===== config.mk =====
export PLATFORM = sky130hd
export DESIGN_NAME = table_atan2_phase_top_flat
export DESIGN_NICKNAME = d
export VERILOG_FILES = /design/src/hw/rtl/atp_pkg.sv /design/src/hw/rtl/atp_if.sv /design/src/hw/rtl/atp_prep.sv /design/src/hw/rtl/atp_div_step.sv /design/src/hw/rtl/atp_finish.sv /design/src/hw/rtl/table_atan2_phase_top.sv /design/src/flat_wrapper.sv
export SDC_FILE = /design/constraint.sdc
export NUM_CORES = 1
export LEC_CHECK = 0
export ABC_CLOCK_PERIOD_IN_PS = 16600
export BUFFER_PORTS_ARGS = -buffer_cell sky130_fd_sc_hd__buf_2
export CORE_ASPECT_RATIO = 0.8
export CORE_MARGIN = 8
export CORE_UTILIZATION = 56
export DETAILED_ROUTE_END_ITERATION = 10
export PLACE_DENSITY = 0.68
export SYNTH_ARGS = -nofsm -noshare
export SYNTH_HDL_FRONTEND = slang
export SYNTH_SLANG_ARGS = --single-unit

===== constraint.sdc =====
create_clock -name i_clk -period 16.6 [get_ports i_clk]
set_clock_uncertainty 0.05 [all_clocks]
set_input_delay 0.83 -clock i_clk [delete_from_list [all_inputs] [get_ports i_clk]]
set_output_delay 0.83 -clock i_clk [all_outputs]
set_load 0.01 [all_outputs]

===== src/hw/rtl/atp_pkg.sv =====
// atp_pkg: shared types, constants and the arctangent rom of the phase block
// no dependencies

package atp_pkg;

    localparam int unsigned DivSteps = 8;

    localparam logic signed [15:0] PhaseHalf    = 16'sd23040;
    localparam logic signed [15:0] PhaseQuarter = 16'sd11520;
    localparam logic        [14:0] AngQuarter   = 15'd11520;
    localparam logic        [14:0] AngOctant    = 15'd5760;
    localparam logic        [7:0]  IdxMax       = 8'd255;

    // how the first-octant angle is formed
    typedef enum logic [2:0] {
        K_FIXED = 3'd0,   // phase already known (zero operand or axis)
        K_LOW   = 3'd1,   // below the diagonal, rom[q]
        K_HIGH  = 3'd2,   // above the diagonal, rom[q] + 45 degrees
        K_SAT   = 3'd3,   // on the diagonal, rom[255]
        K_STEEP = 3'd4    // near the y axis, 90 degrees
    } t_kind;

    typedef struct packed {
        logic                valid;
        t_kind               kind;
        logic                xneg;
        logic                yneg;
        logic signed [15:0]  fixed;
        logic        [16:0]  rem;
        logic        [16:0]  den;
        logic        [7:0]   quo;
    } t_pipe;

    // arctangent in degrees scaled by 1024
    localparam logic [15:0] ArctRom [256] = '{
        16'd0, 16'd229, 16'd458, 16'd687, 16'd916, 16'd1145, 16'd1374, 16'd1603,
        16'd1832, 16'd2061, 16'd2290, 16'd2519, 16'd2748, 16'd2976, 16'd3205, 16'd3433,
        16'd3662, 16'd3890, 16'd4118, 16'd4346, 16'd4574, 16'd4802, 16'd5029, 16'd5257,
        16'd5484, 16'd5711, 16'd5938, 16'd6165, 16'd6391, 16'd6618, 16'd6844, 16'd7070,
        16'd7296, 16'd7521, 16'd7746, 16'd7971, 16'd8196, 16'd8421, 16'd8645, 16'd8869,
        16'd9093, 16'd9317, 16'd9540, 16'd9763, 16'd9986, 16'd10208, 16'd10431, 16'd10652,
        16'd10874, 16'd11095, 16'd11316, 16'd11537, 16'd11757, 16'd11977, 16'd12197,
        16'd12416,
        16'd12635, 16'd12853, 16'd13071, 16'd13289, 16'd13507, 16'd13724, 16'd13940,
        16'd14157,
        16'd14373, 16'd14588, 16'd14803, 16'd15018, 16'd15232, 16'd15446, 16'd15660,
        16'd15873,
        16'd16085, 16'd16297, 16'd16509, 16'd16720, 16'd16931, 16'd17142, 16'd17352,
        16'd17561,
        16'd17770, 16'd17979, 16'd18187, 16'd18394, 16'd18601, 16'd18808, 16'd19014,
        16'd19220,
        16'd19425, 16'd19630, 16'd19834, 16'd20038, 16'd20241, 16'd20444, 16'd20646,
        16'd20848,
        16'd21049, 16'd21250, 16'd21450, 16'd21649, 16'd21848, 16'd22047, 16'd22245,
        16'd22443,
        16'd22640, 16'd22836, 16'd23032, 16'd23227, 16'd23422, 16'd23616, 16'd23810,
        16'd24003,
        16'd24196, 16'd24388, 16'd24580, 16'd24771, 16'd24961, 16'd25151, 16'd25340,
        16'd25529,
        16'd25717, 16'd25905, 16'd26092, 16'd26278, 16'd26464, 16'd26649, 16'd26834,
        16'd27018,
        16'd27202, 16'd27385, 16'd27568, 16'd27750, 16'd27931, 16'd28112, 16'd28292,
        16'd28471,
        16'd28650, 16'd28829, 16'd29007, 16'd29184, 16'd29361, 16'd29537, 16'd29712,
        16'd29887,
        16'd30062, 16'd30236, 16'd30409, 16'd30582, 16'd30754, 16'd30925, 16'd31096,
        16'd31266,
        16'd31436, 16'd31605, 16'd31774, 16'd31942, 16'd32109, 16'd32276, 16'd32442,
        16'd32608,
        16'd32773, 16'd32938, 16'd33101, 16'd33265, 16'd33428, 16'd33590, 16'd33751,
        16'd33913,
        16'd34073, 16'd34233, 16'd34392, 16'd34551, 16'd34709, 16'd34867, 16'd35024,
        16'd35180,
        16'd35336, 16'd35492, 16'd35646, 16'd35801, 16'd35954, 16'd36107, 16'd36260,
        16'd36412,
        16'd36563, 16'd36714, 16'd36864, 16'd37014, 16'd37163, 16'd37312, 16'd37460,
        16'd37607,
        16'd37754, 16'd37901, 16'd38047, 16'd38192, 16'd38337, 16'd38481, 16'd38624,
        16'd38768,
        16'd38910, 16'd39052, 16'd39194, 16'd39335, 16'd39475, 16'd39615, 16'd39754,
        16'd39893,
        16'd40032, 16'd40169, 16'd40307, 16'd40443, 16'd40580, 16'd40715, 16'd40850,
        16'd40985,
        16'd41119, 16'd41253, 16'd41386, 16'd41519, 16'd41651, 16'd41782, 16'd41913,
        16'd42044,
        16'd42174, 16'd42303, 16'd42432, 16'd42561, 16'd42689, 16'd42817, 16'd42944,
        16'd43070,
        16'd43196, 16'd43322, 16'd43447, 16'd43572, 16'd43696, 16'd43819, 16'd43943,
        16'd44065,
        16'd44188, 16'd44309, 16'd44431, 16'd44551, 16'd44672, 16'd44792, 16'd44911,
        16'd45030,
        16'd45148, 16'd45266, 16'd45384, 16'd45501, 16'd45618, 16'd45734, 16'd45849,
        16'd45965
    };

endpackage


===== src/hw/rtl/atp_if.sv =====
// atp_in_if / atp_out_if: valid-ready channels of the phase block
// no dependencies

interface atp_in_if;
    logic               valid;
    logic               ready;
    logic signed [15:0] imag_part;
    logic signed [15:0] real_part;

    modport source (output valid, output imag_part, output real_part, input ready);
    modport sink   (input valid, input imag_part, input real_part, output ready);
endinterface

interface atp_out_if;
    logic               valid;
    logic               ready;
    logic signed [15:0] phase_angle;

    modport source (output valid, output phase_angle, input ready);
    modport sink   (input valid, input phase_angle, output ready);
endinterface


===== src/hw/rtl/atp_prep.sv =====
// atp_prep: first stage, magnitudes, octant classification, divider operands
// depends on atp_pkg

module atp_prep import atp_pkg::*; (
    input  logic               i_clk,
    input  logic               i_rst_n,
    input  logic               i_en,
    input  logic               i_valid,
    input  logic signed [15:0] i_imag,
    input  logic signed [15:0] i_real,
    output t_pipe              o_pipe
);

    t_pipe       r_pipe, n_pipe;
    logic [16:0] ay, ax, sum_yx, dif_yx;
    logic        yneg, xneg;

    always_comb begin
        yneg   = i_imag[15];
        xneg   = i_real[15];
        // unsigned magnitudes, the most negative value gives 32768
        ay     = yneg ? (17'h10000 - {1'b0, i_imag}) : {1'b0, i_imag};
        ax     = xneg ? (17'h10000 - {1'b0, i_real}) : {1'b0, i_real};
        sum_yx = ay + ax;
        dif_yx = ay - ax;

        n_pipe       = '0;
        n_pipe.valid = i_valid;
        n_pipe.xneg  = xneg;
        n_pipe.yneg  = yneg;
        n_pipe.kind  = K_FIXED;
        if (i_imag == 16'sd0) begin
            n_pipe.fixed = xneg ? PhaseHalf : 16'sd0;
        end else if (i_real == 16'sd0) begin
            n_pipe.fixed = yneg ? -PhaseQuarter : PhaseQuarter;
        end else if (ay == ax) begin
            n_pipe.kind = K_SAT;
        end else if (ay < ax) begin
            n_pipe.kind = K_LOW;
            n_pipe.rem  = ay;
            n_pipe.den  = ax;
        end else if ((ay >> 7) <= ax) begin
            // nested floors of the scaled quotient reduce to (n<<8)/d
            n_pipe.kind = K_HIGH;
            n_pipe.rem  = dif_yx;
            n_pipe.den  = sum_yx;
        end else begin
            n_pipe.kind = K_STEEP;
        end
    end

    always_ff @(posedge i_clk) begin
        if (!i_rst_n) begin
            r_pipe.valid <= 1'b0;
        end else if (i_en) begin
            r_pipe.valid <= n_pipe.valid;
        end
        if (i_en) begin
            r_pipe.kind  <= n_pipe.kind;
            r_pipe.xneg  <= n_pipe.xneg;
            r_pipe.yneg  <= n_pipe.yneg;
            r_pipe.fixed <= n_pipe.fixed;
            r_pipe.rem   <= n_pipe.rem;
            r_pipe.den   <= n_pipe.den;
            r_pipe.quo   <= n_pipe.quo;
        end
    end

    assign o_pipe = r_pipe;

endmodule


===== src/hw/rtl/atp_div_step.sv =====
// atp_div_step: one registered restoring-division step, one quotient bit
// depends on atp_pkg

module atp_div_step import atp_pkg::*; (
    input  logic  i_clk,
    input  logic  i_rst_n,
    input  logic  i_en,
    input  t_pipe i_pipe,
    output t_pipe o_pipe
);

    t_pipe       r_pipe, n_pipe;
    logic [17:0] trial;

    always_comb begin
        // remainder stays below the divisor, so the doubled value fits 18 bits
        trial  = {i_pipe.rem, 1'b0} - {1'b0, i_pipe.den};
        n_pipe = i_pipe;
        if (!trial[17]) begin
            n_pipe.rem = trial[16:0];
            n_pipe.quo = {i_pipe.quo[6:0], 1'b1};
        end else begin
            n_pipe.rem = {i_pipe.rem[15:0], 1'b0};
            n_pipe.quo = {i_pipe.quo[6:0], 1'b0};
        end
    end

    always_ff @(posedge i_clk) begin
        if (!i_rst_n) begin
            r_pipe.valid <= 1'b0;
        end else if (i_en) begin
            r_pipe.valid <= n_pipe.valid;
        end
        if (i_en) begin
            r_pipe.kind  <= n_pipe.kind;
            r_pipe.xneg  <= n_pipe.xneg;
            r_pipe.yneg  <= n_pipe.yneg;
            r_pipe.fixed <= n_pipe.fixed;
            r_pipe.rem   <= n_pipe.rem;
            r_pipe.den   <= n_pipe.den;
            r_pipe.quo   <= n_pipe.quo;
        end
    end

    assign o_pipe = r_pipe;

endmodule


===== src/hw/rtl/atp_finish.sv =====
// atp_finish: rom lookup, quadrant mapping and the output register
// depends on atp_pkg

module atp_finish import atp_pkg::*; (
    input  logic               i_clk,
    input  logic               i_rst_n,
    input  logic               i_en,
    input  t_pipe              i_pipe,
    output logic               o_valid,
    output logic signed [15:0] o_phase
);

    logic               r_valid;
    logic signed [15:0] r_phase, n_phase;
    logic        [7:0]  idx;
    logic        [14:0] rom_ang, ang;
    logic signed [15:0] ang_s;

    always_comb begin
        idx     = (i_pipe.kind == K_SAT) ? IdxMax : i_pipe.quo;
        rom_ang = {2'b00, ArctRom[idx][15:3]};
        unique case (i_pipe.kind)
            K_HIGH:  ang = rom_ang + AngOctant;
            K_STEEP: ang = AngQuarter;
            default: ang = rom_ang;
        endcase
        ang_s = $signed({1'b0, ang});
        if (i_pipe.kind == K_FIXED) begin
            n_phase = i_pipe.fixed;
        end else if (i_pipe.xneg && !i_pipe.yneg) begin
            n_phase = PhaseHalf - ang_s;
        end else if (!i_pipe.xneg && i_pipe.yneg) begin
            n_phase = -ang_s;
        end else if (i_pipe.xneg && i_pipe.yneg) begin
            n_phase = ang_s - PhaseHalf;
        end else begin
            n_phase = ang_s;
        end
    end

    always_ff @(posedge i_clk) begin
        if (!i_rst_n) begin
            r_valid <= 1'b0;
        end else if (i_en) begin
            r_valid <= i_pipe.valid;
        end
        if (i_en) begin
            r_phase <= n_phase;
        end
    end

    assign o_valid = r_valid;
    assign o_phase = r_phase;

endmodule


===== src/hw/rtl/table_atan2_phase_top.sv =====
// table_atan2_phase_top: phase of a complex sample by table arctangent
// depends on atp_pkg, atp_if, atp_prep, atp_div_step, atp_finish

// Returns the phase of (imag_part, real_part) in 1/128 degree, 23040 being
// 180 degrees. One sample is taken every clock unless the output stalls;
// each result reaches the output through ten register stages
// (one operand stage loaded at the transfer edge, eight divider stages giving
// one quotient bit each, one rom and quadrant stage that is also the output
// register). The whole pipeline advances together and holds while a finished
// result waits at the output, so no sample is lost or repeated.

module table_atan2_phase_top import atp_pkg::*; (
    input  logic        i_clk,
    input  logic        i_rst_n,
    atp_in_if.sink      i_in,
    atp_out_if.source   o_out
);

    logic  adv;
    t_pipe stage [DivSteps+1];

    // pipeline moves when the output slot is free or being emptied
    assign adv        = !o_out.valid || o_out.ready;
    assign i_in.ready = adv;

    atp_prep u_prep (
        .i_clk   (i_clk),
        .i_rst_n (i_rst_n),
        .i_en    (adv),
        .i_valid (i_in.valid),
        .i_imag  (i_in.imag_part),
        .i_real  (i_in.real_part),
        .o_pipe  (stage[0])
    );

    // divider chain, msb of the quotient first
    for (genvar g = 0; g < DivSteps; g++) begin : g_div
        atp_div_step u_step (
            .i_clk   (i_clk),
            .i_rst_n (i_rst_n),
            .i_en    (adv),
            .i_pipe  (stage[g]),
            .o_pipe  (stage[g+1])
        );
    end

    atp_finish u_finish (
        .i_clk   (i_clk),
        .i_rst_n (i_rst_n),
        .i_en    (adv),
        .i_pipe  (stage[DivSteps]),
        .o_valid (o_out.valid),
        .o_phase (o_out.phase_angle)
    );

endmodule

===== src/flat_wrapper.sv =====
// flat-port wrapper written by rule: the top's interface ports become plain ports
module table_atan2_phase_top_flat import atp_pkg::*;
  (i_clk, i_rst_n, i_in_valid, i_in_imag_part, i_in_real_part, i_in_ready, o_out_valid, o_out_phase_angle, o_out_ready);
  atp_in_if i_in_i ();
  atp_out_if o_out_i ();
  input  logic i_clk;
  input  logic i_rst_n;
  input wire logic [$bits(i_in_i.valid)-1:0] i_in_valid;
  input wire logic [$bits(i_in_i.imag_part)-1:0] i_in_imag_part;
  input wire logic [$bits(i_in_i.real_part)-1:0] i_in_real_part;
  output wire logic [$bits(i_in_i.ready)-1:0] i_in_ready;
  output wire logic [$bits(o_out_i.valid)-1:0] o_out_valid;
  output wire logic [$bits(o_out_i.phase_angle)-1:0] o_out_phase_angle;
  input wire logic [$bits(o_out_i.ready)-1:0] o_out_ready;
  assign i_in_i.valid = i_in_valid;
  assign i_in_i.imag_part = i_in_imag_part;
  assign i_in_i.real_part = i_in_real_part;
  assign i_in_ready = i_in_i.ready;
  assign o_out_valid = o_out_i.valid;
  assign o_out_phase_angle = o_out_i.phase_angle;
  assign o_out_i.ready = o_out_ready;
  table_atan2_phase_top u_core (.i_clk(i_clk), .i_rst_n(i_rst_n), .i_in(i_in_i), .o_out(o_out_i));
endmodule

======== Word-level counts from Yosys, hierarchy flattened ========
Memory sizes are Yosys's and may differ from the RTL's.
Cells that the tools add are included.
operators by class
  add/sub/neg operators ................... 16
  shift-type cells ........................ 0
  multiplexer cells ....................... 34
  bitwise operators ....................... 1
  multipliers ............................. 0
  order comparisons ....................... 3
  divide/modulo/power cells ............... 0
  eq/ne operators ......................... 4
  reductions and logical operators ........ 13
operators with widths
  operator                  count
  $mux W17                  9
  $mux W16                  9
  $sub A18 B17 Y18          8
  $mux W34                  2
  $sub A17 B16 Y17 const A  2
  $logic_not A16 Y1         2
  $pmux W14 S2              1
  $add A17 B17 Y17          1
  $eq A17 B17 Y1            1
  $le A10 B17 Y1            1
  $lt A17 B17 Y1            1
  $sub A17 B17 Y17          1
  $neg A15 Y16              1
  $sub A15 B15 Y16 const A  1
  $sub A15 B15 Y16 const B  1
  $mux W15                  1
  $add A13 B13 Y14 const B  1
  $ge A9 B9 Y1 const B      1
  $not A8 Y9                1
  $mux W1                   8
  $mux W8                   1
  $eq A3 B2 Y1 const B      2
  $mux W2                   2
  $reduce_or A4 Y1          1
  8 further kinds           12
word-level totals
  output and inout port bits .............. 18
  input port bits ......................... 36
  flip-flop bits (word level) ............. 523
  word-level logic and storage cells ...... 151
  latch bits .............................. 0
  memories ................................ 1
  RAM bits ................................ 0
  memory bits (read-only) ................. 4096
memory list
  name              depth  bits a word  read ports  clocked after memory_dff  wr ports  RTL line          source
  (name not given)  256    16           1           0                         0         atp_finish.sv:21  rom_ang = {2'b00, ArctRom[idx][15:3]};

======== Longest topological paths before layout ========
  word-level depth ........................ 13
  depth in mapped cells ................... 25
  gate-level depth less buffers ........... 20

======== Hierarchy ========
From an unflattened synthesis, not the netlist that was laid out.
second synthesis, totals
  cells, all modules ...................... 3419
  area total of the unflattened synthesis .. 36791.5 µm²
by module, submodules not included
  module                                      cells an instance  area an instance (µm²)  seq. area each (µm²)  times used
  atp_div_step at u_core.g_div[0].u_step ...  256                3320.7                  1911.8                6
  atp_div_step at u_core.g_div[2].u_step ...  258                3284.4                  1911.8                2
  atp_finish                                  816                5546.6                  500.5                 1
  atp_prep                                    550                4745.8                  1341.3                1
  table_atan2_phase_top                       1                  6.3                     0.0                   1

======== Worst setup path before layout ========
OpenSTA, ideal clock, no wires.
  kind .................................... input -> register
  start point ............................. input port o_out_ready
  end point ............................... register u_core.g_div[0].u_step.r_pipe (netlist bit u_core.g_div[0].u_step.o_pipe[0]) (enable)
  arrival time ............................ 8.597 ns
  stages .................................. 2
  buffers on the path ..................... 0
  setup time .............................. 3.398 ns
  setup slack ............................. 4.555 ns
  data required time ...................... 13.152 ns
  path through ............................ nor2b_1 > clkinv_1
on the way
  cells in the longest elaborated chain, start to end .. 1
RTL lines
  what                RTL line                     source
  from (decl)         flat_wrapper.sv:14           input wire logic [$bits(o_out_i.ready)-1:0] o_out_ready;
  $logic_or A1 B1 Y1  table_atan2_phase_top.sv:23  assign adv = !o_out.valid || o_out.ready;
  via i_in_ready      flat_wrapper.sv:11           output wire logic [$bits(i_in_i.ready)-1:0] i_in_ready;
  to (decl)           atp_div_step.sv:12           t_pipe r_pipe, n_pipe;
The timed path passes the listed nets, and every way through them passes these cells.
A chain may end at the register's enable or synchronous reset.

======== Final worst setup path ========
  start point ............................. register u_core.g_div[7].u_step.r_pipe (netlist bit u_core.g_div[7].u_step.o_pipe[3])
  end point ............................... register u_core.u_finish.r_phase[11], in the netlist u_core.u_finish.o_phase[11], data pin
on the way
  cells in the longest elaborated chain, start to end .. 12
  elaborated cells on any way between the ends .. 14
  classes of those cells .................. add/sub (4); mux (8); bitwise (1); memory (1)
RTL lines
  what                                            RTL line            source
  from (decl)                                     atp_div_step.sv:12
  $mux W8 *                                       atp_finish.sv:20    idx = (i_pipe.kind == K_SAT) ? IdxMax : i_pipe.quo;
  $not A8 Y9 (not written as such) *              atp_finish.sv:21
  $mem_v2 Z256 W16 *                              --
  $mux W16 (not written as such) * (2 in series)  atp_finish.sv:21
  $add A13 B13 Y14                                atp_finish.sv:23    K_HIGH: ang = rom_ang + AngOctant;
  $pmux W14 S2 *                                  atp_finish.sv:22    unique case (i_pipe.kind)
  $sub A15 B15 Y16                                atp_finish.sv:35    n_phase = ang_s - PhaseHalf;
  $mux W16                                        atp_finish.sv:34    end else if (i_pipe.xneg && i_pipe.yneg) begin
  $mux W16                                        atp_finish.sv:32    end else if (!i_pipe.xneg && i_pipe.yneg) begin
  $mux W16 *                                      atp_finish.sv:30    end else if (i_pipe.xneg && !i_pipe.yneg) begin
  $mux W16 *                                      atp_finish.sv:28    if (i_pipe.kind == K_FIXED) begin
  via u_core.u_finish.n_phase[11]                 atp_finish.sv:14    logic signed [15:0] r_phase, n_phase;
  to (signal assigned)                            atp_finish.sv:48    r_phase <= n_phase;
  to (decl)                                       atp_finish.sv:14
Mark *: on every way through the listed nets, which the timed path passes. The rest lies on a longest branch. The select of a mux whose other input is x is not followed.

==> impl_metrics.yaml <==
status:
  outcome: "complete, no violations"
placed_design:
  place_ws_ns: 10.80
  hpwl_mm: 51.7
  port-buffer-count: 53
  routabilityCongestion: 0.978
critical_path:
  crit_fanout: 60
  cp.required_ns: 16.88
  critical_path_arrival_ns: 5.99
  startpoint_type: "register"
  criticalPathCategory: "reg2reg"
  crit_path_end_kind: "register"
cts:
  cts_max_level: 2
  insertion_delay_ns: 0.58
  cts_resized: 0
  cts.clk_slew.worst_paths_ns: 0.07
  clock_sinks: 424
  cts_made_buffers: 43
  hold_buffers: 0
  cts_tree: "yes"
  cts-root-buf: "clkbuf_16"
  cts_setup_buffers: 0
  clock_path_buffers: 3
routing:
  routed_wl_mm: 71.3
  drt_iter0_markers: 1950
  drcViolationCount: 0
  routedWlPerCell_um: 21.1
  dr.pass1.iters: 7
  viasPerCell: 6.24
  vias: 21070
  antenna_left: 0
floorplan:
  die-height_um: 215
  ios: 54
  start_util: 0.562
  dieArea_mm2: 0.0569
  die-width_um: 265
  core_mm2: 0.0493
  core.rowCount: 73
grt:
  gr-total-overflow: 0
  gr-usage-all-layers: 0.244
  grt_pass1_wl_mm: 112
  antenna_found_initial: 0
  grt_pass1_vias: 20230
  grt_max_degree: 217
final_layout:
  synthToLayoutAreaGrowth_pct: 7.43
  n_antenna_cell: 0
  layout-drive-gt1-share: 0.0924
  final_nets: 2932
sta:
  slew_headroom: 0.196
  rsz0062_at_grt: "no"
  timing.final.ws_setup_ns: 10.89
  tightest_slew_ns: 1.20
  period_needed_ns: 5.71
  setup_tns_ns: 0
  hold_slack_ns: 0.345
  setup_viol: 0
  hold_viol: 0
  period_share: 0.344
  drv_slew: 0
  fmax_ghz: 0.175
synth:
  yosysTopAreaCellShare: 0.449
  synth_edf_count: 414
  synth_cells: 2697
  synth.area.top_cells: "edfxtp_1 (45%), ha_1 (8.2%), xnor2_1 (4.1%)"
  ys.warnings.count: 0
  synth.most_common_cell: "edfxtp_1"
  yosysSeqAreaShare: 0.456
  synth.avg_cell_area_um2: 10.3
  synth-async-reset-ratio: 0
  ys.flop_type: "edfxtp_1"
  ys_types: 106
  synth_common_cells: "edfxtp_1 (414), inv_1 (224), nand2_1 (186)"
  ys_ff_latch: 424
  yosysTopAreaCell: "edfxtp_1"
  synth_area_mm2: 0.0277
power:
  peakVddDrop_uv: 148
  leakagePower_uw: 0.0121
  p_per_area_mw_per_mm2: 232
job:
  maxCapViolCount: 0
worst_hold_path:
  hold_class: "reg2reg"
-- stage by stage --
stage           util  std cells  instance area (µm²)  total power (µW)
2_1_floorplan      -       2698                27700              4930
3_3_place_gp   0.577       3297                28400              5790
3_5_place_dp   0.577       3297                28400              5910
4_1_cts        0.604       3375                29800              6850
5_1_grt        0.604       3375                29800              7380
6_report       0.604       3375                29800              6910
-- routing by layer --
metal / part of all wire / vias up / track usage
met5: 0 / - / 0
met4: 0.024 / 0 / 0.0652
met3: 0.082 / 118 / 0.0519
met2: 0.44 / 853 / 0.373
met1: 0.45 / 10062 / 0.348
li1: - / 10037 / -
-- path summary, 6_finish.rpt --
path | start | endpoint | slack, ns | depth (start not counted)
setup / recovery | u_core.g_div[7].u_step.o_pipe[3]$_DFFE_PP_ | u_core.u_finish.o_phase[11]$_DFFE_PP_ | 10.89 | 18
hold reg to reg | u_core.g_div[2].u_step.o_pipe[2]$_DFFE_PP_ | u_core.g_div[3].u_step.o_pipe[3]$_DFFE_PP_ | 0.34 | 0
hold / removal | u_core.g_div[2].u_step.o_pipe[2]$_DFFE_PP_ | u_core.g_div[3].u_step.o_pipe[3]$_DFFE_PP_ | 0.34 | 0
setup reg to reg | u_core.g_div[7].u_step.o_pipe[3]$_DFFE_PP_ | u_core.u_finish.o_phase[11]$_DFFE_PP_ | 10.89 | 18
-- layout by cell type, fill, tap and decap left out, types with 22 or more instances in the layout --
master,count
edfxtp_1,414
inv_1,224
nand2_1,186
ha_1,182
a21oi_1,167
o21ai_0,166
nor2_1,129
xnor2_1,126
nor3_1,71
nand3_1,63
buf_2,53
nor2b_1,51
a31oi_1,49
xor2_1,47
nand2b_1,46
mux2_2,43
clkbuf_16,43
a21o_1,37
a211oi_1,31
buf_4,31
o21a_1,30
o211ai_1,26
and2_1,24
or3_1,23
o21bai_1,23
o31ai_1,22
o22ai_1,22
-- critical path, cell delays in order, from the launching register on --
cell	delay, ns
edfxtp_1	0.33
buf_4	0.32
buf_4	0.60
nor2b_1	0.89
a311oi_1	0.29
and3_1	0.26
nor3_1	0.31
or3_1	0.18
nand2_1	0.13
ha_1	0.28
nor2_1	0.12
nor2_1	0.05
a21oi_1	0.51
ha_1	0.30
nand2_1	0.10
nor3_1	0.22
a211oi_2	0.08
xnor2_1	0.13
mux2_2	0.26
-- registers in the layout, summed over array words and instances, names as in the netlist --
| name | flops |
|---|---|
| u_core.u_finish.o_valid | 1 |
| u_core.u_prep.o_pipe | 45 |
| u_core.u_finish.o_phase | 16 |
| u_core.g_div.u_step.o_pipe | 362 |
-- cell type report --
cell class              instances  area [µm²]
clock buffers                  55        1140
clock inverters                23         188
fillers                      4031       19600
inverters                     227         860
multi-input cells            1924       13600
flip-flops and latches        424       12600
well taps                     637         797
repair buffers                 85         518
-- cell families (layout without fill, tap and decap cells) --
family                     Yosys count  count (layout)  share of synthesized area
DFF                                424             424                      0.456
other                                2               3                   0.000271
xor gates and xnor gates           179             179                     0.0568
buffers and inverters              350             390                     0.0539
AOI/OAI and AO/OA                  769             769                      0.187
muxes                               64              64                     0.0251
adders and majority gates          192             192                     0.0890
and+or+nand+nor                    717             717                      0.133
-- where the power goes --
part | total (µW) | switching [µW] | leakage, µW | internal [µW]
clock network | 911 | 404 | 0.000633 | 507
logic | 4060 | 2410 | 0.00680 | 1660
registers | 1930 | 208 | 0.00466 | 1730
total | 6910 | 3020 | 0.0121 | 3890
Power figures use the tool's default switching activity.
